**src/rtl/lcgrr_pkg.sv**
```systemverilog
// lcgrr_pkg: shared types and constants for the rotated lcg generator
// no dependencies
`default_nettype none
package lcgrr_pkg;
	localparam logic [31:0] LCG_MULT = 32'd9579501;
	localparam logic [31:0] LCG_INC  = 32'd37;
	localparam int          LCG_ROT  = 16;

	typedef enum logic [1:0] {
		OP_RAW   = 2'd0,
		OP_INT   = 2'd1,
		OP_FLOAT = 2'd2,
		OP_LOAD  = 2'd3
	} op_t;

	typedef enum logic [2:0] {
		ST_IDLE,
		ST_ADV,
		ST_DIV,
		ST_NORM,
		ST_ROUND,
		ST_OUT
	} state_t;
endpackage
`default_nettype wire

```
**src/rtl/lcg_rotate_random_generator_top.sv**
```systemverilog
// lcg_rotate_random_generator_top: rotated lcg with raw, modulo and float draws
// depends on lcgrr_pkg
//
// channel | direction | signals
// in      | sink      | in_valid, in_stall, opcode, operand
// out     | source    | out_valid, out_stall, value
//
// a load completes in ST_IDLE; a raw draw passes through ST_ADV to ST_OUT, where it waits on out_stall
// an integer draw advances the seed in ST_ADV and, unless the divisor is zero, then forms
// one quotient bit per cycle in a shared shift/subtract unit, 32 steps
// a float draw of a nonzero value uses the same shift unit, which normalizes one bit a cycle
// arst_n clears the seed and the control state; payload registers are not reset
// in_stall is high whenever an item is in work or a result waits on out_stall
`default_nettype none
module lcg_rotate_random_generator_top
	import lcgrr_pkg::*;
(
	input  wire logic        clk,
	input  wire logic        arst_n,
	input  wire logic        in_valid,
	output logic             in_stall,
	input  wire logic [1:0]  opcode,
	input  wire logic [31:0] operand,
	output logic             out_valid,
	input  wire logic        out_stall,
	output logic [31:0]      value
);
	state_t      state_q, state_d;
	logic [31:0] seed_q;
	op_t         op_q;
	logic [31:0] div_q;
	// shared shift register: dividend bits during division, mantissa during normalize
	logic [31:0] sh_q;
	logic [32:0] rem_q;
	logic [5:0]  cnt_q;
	logic [7:0]  exp_q;
	logic [31:0] value_q;

	logic [31:0] prod;
	logic [31:0] adv;
	logic [32:0] trial;
	logic [32:0] diff;
	logic [24:0] mant_r;
	logic        rnd_up;

	assign prod  = seed_q * LCG_MULT + LCG_INC;
	assign adv   = {prod[LCG_ROT-1:0], prod[31:LCG_ROT]};
	// restoring division step
	assign trial = {rem_q[31:0], sh_q[31]};
	assign diff  = trial - {1'b0, div_q};
	// rounding of the normalized word: keep 24 bits, guard at bit 7, sticky below
	assign rnd_up = sh_q[7] && ((|sh_q[6:0]) || sh_q[8]);
	assign mant_r = {1'b0, sh_q[31:8]} + {24'd0, rnd_up};

	assign in_stall  = (state_q != ST_IDLE);
	assign out_valid = (state_q == ST_OUT);
	assign value     = value_q;

	always_comb begin
		state_d = state_q;
		unique case (state_q)
			ST_IDLE: begin
				if (in_valid) begin
					state_d = (op_t'(opcode) == OP_LOAD) ? ST_IDLE : ST_ADV;
				end
			end
			ST_ADV: begin
				unique case (op_q)
					OP_INT:   state_d = (div_q == 32'd0) ? ST_OUT : ST_DIV;
					OP_FLOAT: state_d = (adv == 32'd0) ? ST_OUT : ST_NORM;
					default:  state_d = ST_OUT;
				endcase
			end
			ST_DIV: begin
				if (cnt_q == 6'd31) begin
					state_d = ST_OUT;
				end
			end
			ST_NORM: begin
				if (sh_q[31]) begin
					state_d = ST_ROUND;
				end
			end
			ST_ROUND: state_d = ST_OUT;
			ST_OUT: begin
				if (!out_stall) begin
					state_d = ST_IDLE;
				end
			end
			default: state_d = ST_IDLE;
		endcase
	end

	always_ff @(posedge clk or negedge arst_n) begin
		if (!arst_n) begin
			state_q <= ST_IDLE;
			seed_q  <= 32'd0;
		end else begin
			state_q <= state_d;
			if (state_q == ST_IDLE && in_valid && op_t'(opcode) == OP_LOAD) begin
				seed_q <= operand;
			end else if (state_q == ST_ADV) begin
				seed_q <= adv;
			end
		end
	end

	always_ff @(posedge clk) begin
		unique case (state_q)
			ST_IDLE: begin
				op_q  <= op_t'(opcode);
				div_q <= operand;
			end
			ST_ADV: begin
				sh_q    <= adv;
				rem_q   <= 33'd0;
				cnt_q   <= 6'd0;
				exp_q   <= 8'd126; // value in [2^31,2^32) scales to exponent -1
				value_q <= (op_q == OP_RAW) ? adv : 32'd0;
			end
			ST_DIV: begin
				sh_q  <= {sh_q[30:0], 1'b0};
				rem_q <= diff[32] ? trial : diff;
				cnt_q <= cnt_q + 6'd1;
				if (cnt_q == 6'd31) begin
					value_q <= diff[32] ? trial[31:0] : diff[31:0];
				end
			end
			ST_NORM: begin
				if (!sh_q[31]) begin
					sh_q  <= {sh_q[30:0], 1'b0};
					exp_q <= exp_q - 8'd1;
				end
			end
			ST_ROUND: begin
				if (mant_r[24]) begin
					value_q <= {1'b0, exp_q + 8'd1, 23'd0};
				end else begin
					value_q <= {1'b0, exp_q, mant_r[22:0]};
				end
			end
			default: ;
		endcase
	end
endmodule
`default_nettype wire

```
**config.mk**
```make
export PLATFORM = sky130hd
export DESIGN_NAME = lcg_rotate_random_generator_top
export DESIGN_NICKNAME = d
export VERILOG_FILES = /design/src/rtl/lcgrr_pkg.sv /design/src/rtl/lcg_rotate_random_generator_top.sv
export SDC_FILE = /design/constraint.sdc
export NUM_CORES = 1
export LEC_CHECK = 0
export ABC_AREA = 1
export BUFFER_PORTS_ARGS = -buffer_cell sky130_fd_sc_hd__buf_4
export CAP_MARGIN = 20
export CORE_MARGIN = 2
export CORE_UTILIZATION = 59
export CTS_CLUSTER_DIAMETER = 50
export DETAILED_ROUTE_END_ITERATION = 12
export PLACE_DENSITY = 0.79
export SLEW_MARGIN = 20
export SYNTH_ARGS = -nofsm -noshare
export SYNTH_HDL_FRONTEND = slang
export SYNTH_SLANG_ARGS = --single-unit
export TNS_END_PERCENT = 20
```
**constraint.sdc**
```tcl
create_clock -name clk -period 6 [get_ports clk]
set_clock_uncertainty 0.2 [all_clocks]
set_input_delay 0.3 -clock clk [delete_from_list [all_inputs] [get_ports clk]]
set_output_delay 0.3 -clock clk [all_outputs]
set_load 0.05 [all_outputs]
```
==> flow_summary.toml, run 1 <==
[floorplan]
io_pins = 72
dieWidth_um = 189.8
rows = 68
core-area_sq_um = 34290
dieArea_sq_um = 36010
start_util_pct = 59.38
die_h_um = 189.8

[placement]
pre_cts_ws_ps = -601.6
hpwlAfterDp_um = 54950
io_buffers = 71
placedInstanceArea_sq_um = 23070
gp_congestion = 0.9767

[synthesis]
ys_ff_latch = 179
ys_seq_area_share_pct = 25.54
synth.avg_cell_area_sq_um = 8.344
synth_edf_count = 144
synthesis.nets = 2903
synth_ff_type = "edfxtp_1"
async_reset_ff_share_pct = 19.55
syn-cell-area_sq_um = 20360
yosysWarnings = 0
syn_inst = 2440
ys_types = 56

[sta]
finalHoldViolCount = 0
period_needed_ps = 6425
slew_headroom_pct = 26.15
setup_slack_ps = -424.9
report.final.slew_viol_count = 0
worstMarginPinSlew_ps = 1107
whs_ps = 137.9
setup_viol = 43
fmax_ghz = 0.1556
fin_crit_sh_pct = 107.1
rsz0062_at_grt = "true"

[final_layout]
synthToLayoutAreaGrowth_pct = 24.98
fin_util_pct = 74.21
finalInstanceArea_sq_um = 25440
final_common_cell = "inv_1"
num-fill-cells = 2494
fin_nets = 3263
n_antenna_cell = 0
layout_common_cells = "inv_1 (575), nand2_1 (468), buf_4 (311)"
final_layout_size_suffix_gt1_share_pct = 22.43

[cts]
cts_buffer_depth = 2
h-tree-depth = 4
cts_buffers = 17
cts_sinks = 179
cts_tree = "done"
clkTransAtPathRegs_ps = 70
clockRootBuffer = "clkbuf_16"
clk_latency_ps = 470

[routing]
wl_per_cell_um = 20.97
drc = 0
drt_iter0_markers = 1681
num_vias = 18444
viasPerCell = 5.644
antenna_left = 0
dr.pass1.iters = 6
routed_wl_um = 68510

[setup_path]
end_kind = "flip-flop"
worst_ep_required_time_ps = 6150
worstPathArrival_ps = 6570
rr_startpoint = "seed_q[22]"
reg2reg_depth = 26
worst-setup-path-type = "reg2reg"
crit_path_start_kind = "flip-flop"
cp_max_fo = 4
r2r_end = "state_q[1]"
reg2reg_slack_ps = -420

[hold_path]
holdPathEnd = "state_q[0]"
whs_path_depth = 4
hold_start = "in_valid"
min_path_type = "in2reg"

[grt]
grt_pass1_wl_um = 105400
gr-total-overflow = 0
grt_pass1_vias = 19128
antenna_found_initial = 0
track_usage_pct = 39.09
grt_max_degree = 40

[run_status]
status = "complete, but fails checks"
violations = "setup timing"

[flow_run]
drv_cap = 0
## metal layers
layer / share of wire [%] / up-vias / GRT usage (%)
met5: 0 / - / 0
met4: 5.0 / 0 / 17.02
met3: 9.2 / 216 / 6.752
met2: 47 / 950 / 65.67
met1: 39 / 8897 / 50.01
li1: - / 8381 / -
## state kept, by name, indices dropped and copies added, names as in the netlist
signal	flops
div_q	32
value	32
state_q	3
sh_q	32
seed_q	32
exp_q	8
cnt_q	6
op_q	2
rem_q	32
## cells by family (layout without fill, tap and decap cells)
group | count (synthesis) | count (layout) | synth area share, %
flops | 179 | 179 | 25.54
fa+ha+maj | 425 | 425 | 33.86
buf+inv | 645 | 1018 | 12.13
simple gates | 925 | 925 | 19.97
xor+xnor | 45 | 45 | 1.936
compound gates | 221 | 221 | 6.563
## synthesized netlist by cell type (16+ instances only)
| cell | count | area share (%) |
|---|---|---|
| xnor2_1 | 16 | 0.69 |
| ha_1 | 215 | 13 |
| nor4_1 | 17 | 0.52 |
| nor2_1 | 156 | 2.9 |
| clkbuf_1 | 23 | 0.42 |
| o221ai_1 | 18 | 0.77 |
| dfrtp_1 | 35 | 4.3 |
| xor2_1 | 29 | 1.2 |
| o21ai_0 | 69 | 1.7 |
| inv_1 | 609 | 11 |
| nor3_1 | 17 | 0.42 |
| nand2_1 | 507 | 9.3 |
| fa_1 | 210 | 21 |
| nand3_1 | 141 | 3.5 |
| edfxtp_1 | 144 | 21 |
| nand4_1 | 28 | 0.86 |
| a21oi_1 | 73 | 1.8 |
## through the flow
| step | std cells | setup TNS, ps |
|---|---|---|
| 2_1_floorplan | 2440 | 0 |
| 3_3_place_gp | 3162 | -11340 |
| 3_5_place_dp | 3163 | -14460 |
| 4_1_cts | 3258 | -2697 |
| 5_1_grt | 3268 | -13360 |
| 6_report | 3268 | -5298 |
## area by class of cell
type,count,area (sq um),area share [%]
clock buffers,17,425.4,1.672
flip-flops and latches,179,5220,20.52
well taps,455,569.3,2.237
clock inverters,15,190.2,0.7474
repair buffers,374,3033,11.92
inverters,612,2305,9.058
multi-input cells,1616,13700,53.85
## critical path: stages (launching register included)
cell	delay, ps
dfrtp_2	490
buf_6	150
fa_1	490
fa_1	550
inv_1	50
fa_1	510
fa_1	450
fa_1	590
fa_1	460
fa_1	550
inv_1	70
ha_4	260
buf_4	140
nand3_1	70
and2_1	140
nand2_1	50
nand3b_1	190
buf_4	160
nand3_2	70
buf_4	110
nand3_1	60
nor2_1	110
nand4_1	150
nand2_1	90
nand2_1	50
nand2_1	60
nand2_1	50
## what timing repair did
item | CTS | global route
endpoints found under the setup margin | 55 | 58
hold buffers | 36 | 0
pin swaps | 95 | 39
setup buffers | 27 | 12
gates resized for setup | 197 | 86
endpoints found under the hold margin | 91 | 0
## worst max-delay path by stage
stage / start / to / slack (ps) / depth (start not counted)
after floorplan: seed_q[15] / state_q[1] / 10 / 24
after global placement: seed_q[18] / state_q[1] / -510 / 26
after detailed placement: seed_q[18] / seed_q[10] / -600 / 20
after CTS: seed_q[18] / state_q[2] / -230 / 25
after global routing: seed_q[19] / state_q[1] / -660 / 27
final: seed_q[22] / state_q[1] / -420 / 26
Power of run 1 is left out: the tool's default activity adds up to more than one toggle a clock period on the data nets, which glitch-free logic cannot reach.
==> inputs of run 2 (changes only) <==
--- a/config.mk
+++ b/config.mk
@@ -9,10 +9,10 @@
 export BUFFER_PORTS_ARGS = -buffer_cell sky130_fd_sc_hd__buf_4
 export CAP_MARGIN = 20
 export CORE_MARGIN = 2
-export CORE_UTILIZATION = 59
+export CORE_UTILIZATION = 65
 export CTS_CLUSTER_DIAMETER = 50
 export DETAILED_ROUTE_END_ITERATION = 12
-export PLACE_DENSITY = 0.79
+export PLACE_DENSITY = 0.83
 export SLEW_MARGIN = 20
 export SYNTH_ARGS = -nofsm -noshare
 export SYNTH_HDL_FRONTEND = slang
==> constraint.sdc (replaced) <==
create_clock -name clk -period 7.04 [get_ports clk]
set_clock_uncertainty 0.2 [all_clocks]
set_input_delay 0.352 -clock clk [delete_from_list [all_inputs] [get_ports clk]]
set_output_delay 0.352 -clock clk [all_outputs]
set_load 0.05 [all_outputs]
==> flow_summary.toml, run 2 (same netlist as run 1, synthesis figures left out) <==
[run_status]
status = "finished, final reports clean"

[cts]
cts_buffers = 17
clockRootBuffer = "clkbuf_16"
cts_tree = "done"
clkTransAtPathRegs_ps = 80
clk_latency_ps = 480
h-tree-depth = 4
cts_buffer_depth = 2
cts_sinks = 179

[flow_run]
drv_cap = 0

[setup_path]
worstPathArrival_ps = 6940
worst-setup-path-type = "reg2reg"
cp_max_fo = 8
worst_ep_required_time_ps = 7210
crit_path_start_kind = "flip-flop"
end_kind = "flip-flop"

[hold_path]
min_path_type = "in2reg"

[sta]
fmax_ghz = 0.1476
slew_headroom_pct = 23.91
whs_ps = 158.9
setup_viol = 0
period_needed_ps = 6775
fin_tns_setup_ps = 0
worstMarginPinSlew_ps = 1140
fin_crit_sh_pct = 96.23
finalHoldViolCount = 0
report.final.slew_viol_count = 0

[routing]
wl_per_cell_um = 22.66
viasPerCell = 5.963
antenna_left = 0
drc = 0
dr.pass1.iters = 8
num_vias = 17817
routed_wl_um = 67700
drt_iter0_markers = 2189

[grt]
antenna_found_initial = 0
grt_max_degree = 39
grt_pass1_wl_um = 103500
grt_pass1_vias = 18229
track_usage_pct = 42.28
gr-total-overflow = 0

[placement]
io_buffers = 71
hpwlAfterDp_um = 54620
gp_congestion = 1.063

[floorplan]
dieArea_sq_um = 32750
io_pins = 72
dieWidth_um = 181.0
die_h_um = 181.0
rows = 64
start_util_pct = 66.21
core-area_sq_um = 30750

[final_layout]
synthToLayoutAreaGrowth_pct = 11.07
final_common_cell = "inv_1"
fin_nets = 3041
layout_common_cells = "inv_1 (606), nand2_1 (506), ha_1 (212)"
final_layout_size_suffix_gt1_share_pct = 8.761
run 2: cell types whose count changed in the layout (fill, tap and decap cells not counted), sizes merged:
cell      delta
buf        -222
clkinv       -2
bufinv       -1
clkbuf       +1
clkinvlp     +1
diode        +1
inv          +1
run 2: worst max-delay path: stages, from the launching register on:
cell and delay [ps]:
dfrtp_2 520, fa_1 540, fa_1 570, inv_1 80
fa_1 510, fa_1 550, fa_1 450, fa_1 540
fa_1 580, inv_1 50, ha_1 350, nand2_1 110
nor2_1 160, inv_1 100, nor3_1 200, nand3_1 160
nand3_1 150, xnor2_1 170, buf_4 170, nand2_1 50
nor2_1 90, nand4_1 100, nand2_1 70, nand2_1 50
nand2_1 60, nand2_1 40
run 2: through the flow:
step                      instance area (sq um)  cells  worst slack, ps  utilization [%]
final                                     22610   2988            265.1            73.54
after global placement                    21510   2910           -48.66            69.95
after CTS                                 22470   2978            19.51            73.08
after global routing                      22610   2987           -19.20            73.53
after detailed placement                  21510   2910            13.26            69.95
after floorplan                           20360   2440             1055                -
run 2: layer usage:
layer	global-route usage (%)	vias up	routed length (um)
li1	-	7948	-
met1	53.69	8497	25440
met3	8.728	250	6830
met5	0	-	0
met4	18.93	0	3609
met2	70.38	1122	31820
run 2: cell type report:
| class | count | area (sq um) |
|---|---|---|
| Clock inverter | 14 | 158.9 |
| Tap cell | 396 | 495.5 |
| Multi-Input combinational cell | 1616 | 12750 |
| Clock buffer | 18 | 439.2 |
| Timing Repair Buffer | 152 | 1251 |
| Sequential cell | 179 | 5219 |
| Inverter | 612 | 2301 |
| Antenna cell | 1 | 2.502 |
| Fill cell | 2316 | 8137 |
run 2: final timing paths:
| check | from | endpoint | slack [ps] | cells after the start |
|---|---|---|---|---|
| min in group asynchronous | arst_n | seed_q[30] | 230 | 2 |
| max in group asynchronous | arst_n | seed_q[6] | 5910 | 2 |
| worst min-delay path | in_valid | state_q[0] | 160 | 4 |
| worst min register to register | sh_q[3] | sh_q[4] | 370 | 2 |
| worst max-delay path | seed_q[14] | state_q[1] | 270 | 25 |
| worst max register to register | seed_q[14] | state_q[1] | 270 | 25 |
run 2: timing repair:
item | in CTS | in global routing
hold endpoints to repair | 90 | 0
gates cloned | 0 | 0
resized for setup | 1 | 25
hold buffers | 36 | 0
buffers inserted | 0 | 8
setup endpoints to repair | 1 | 7
Power of run 2 is left out for the same reason.
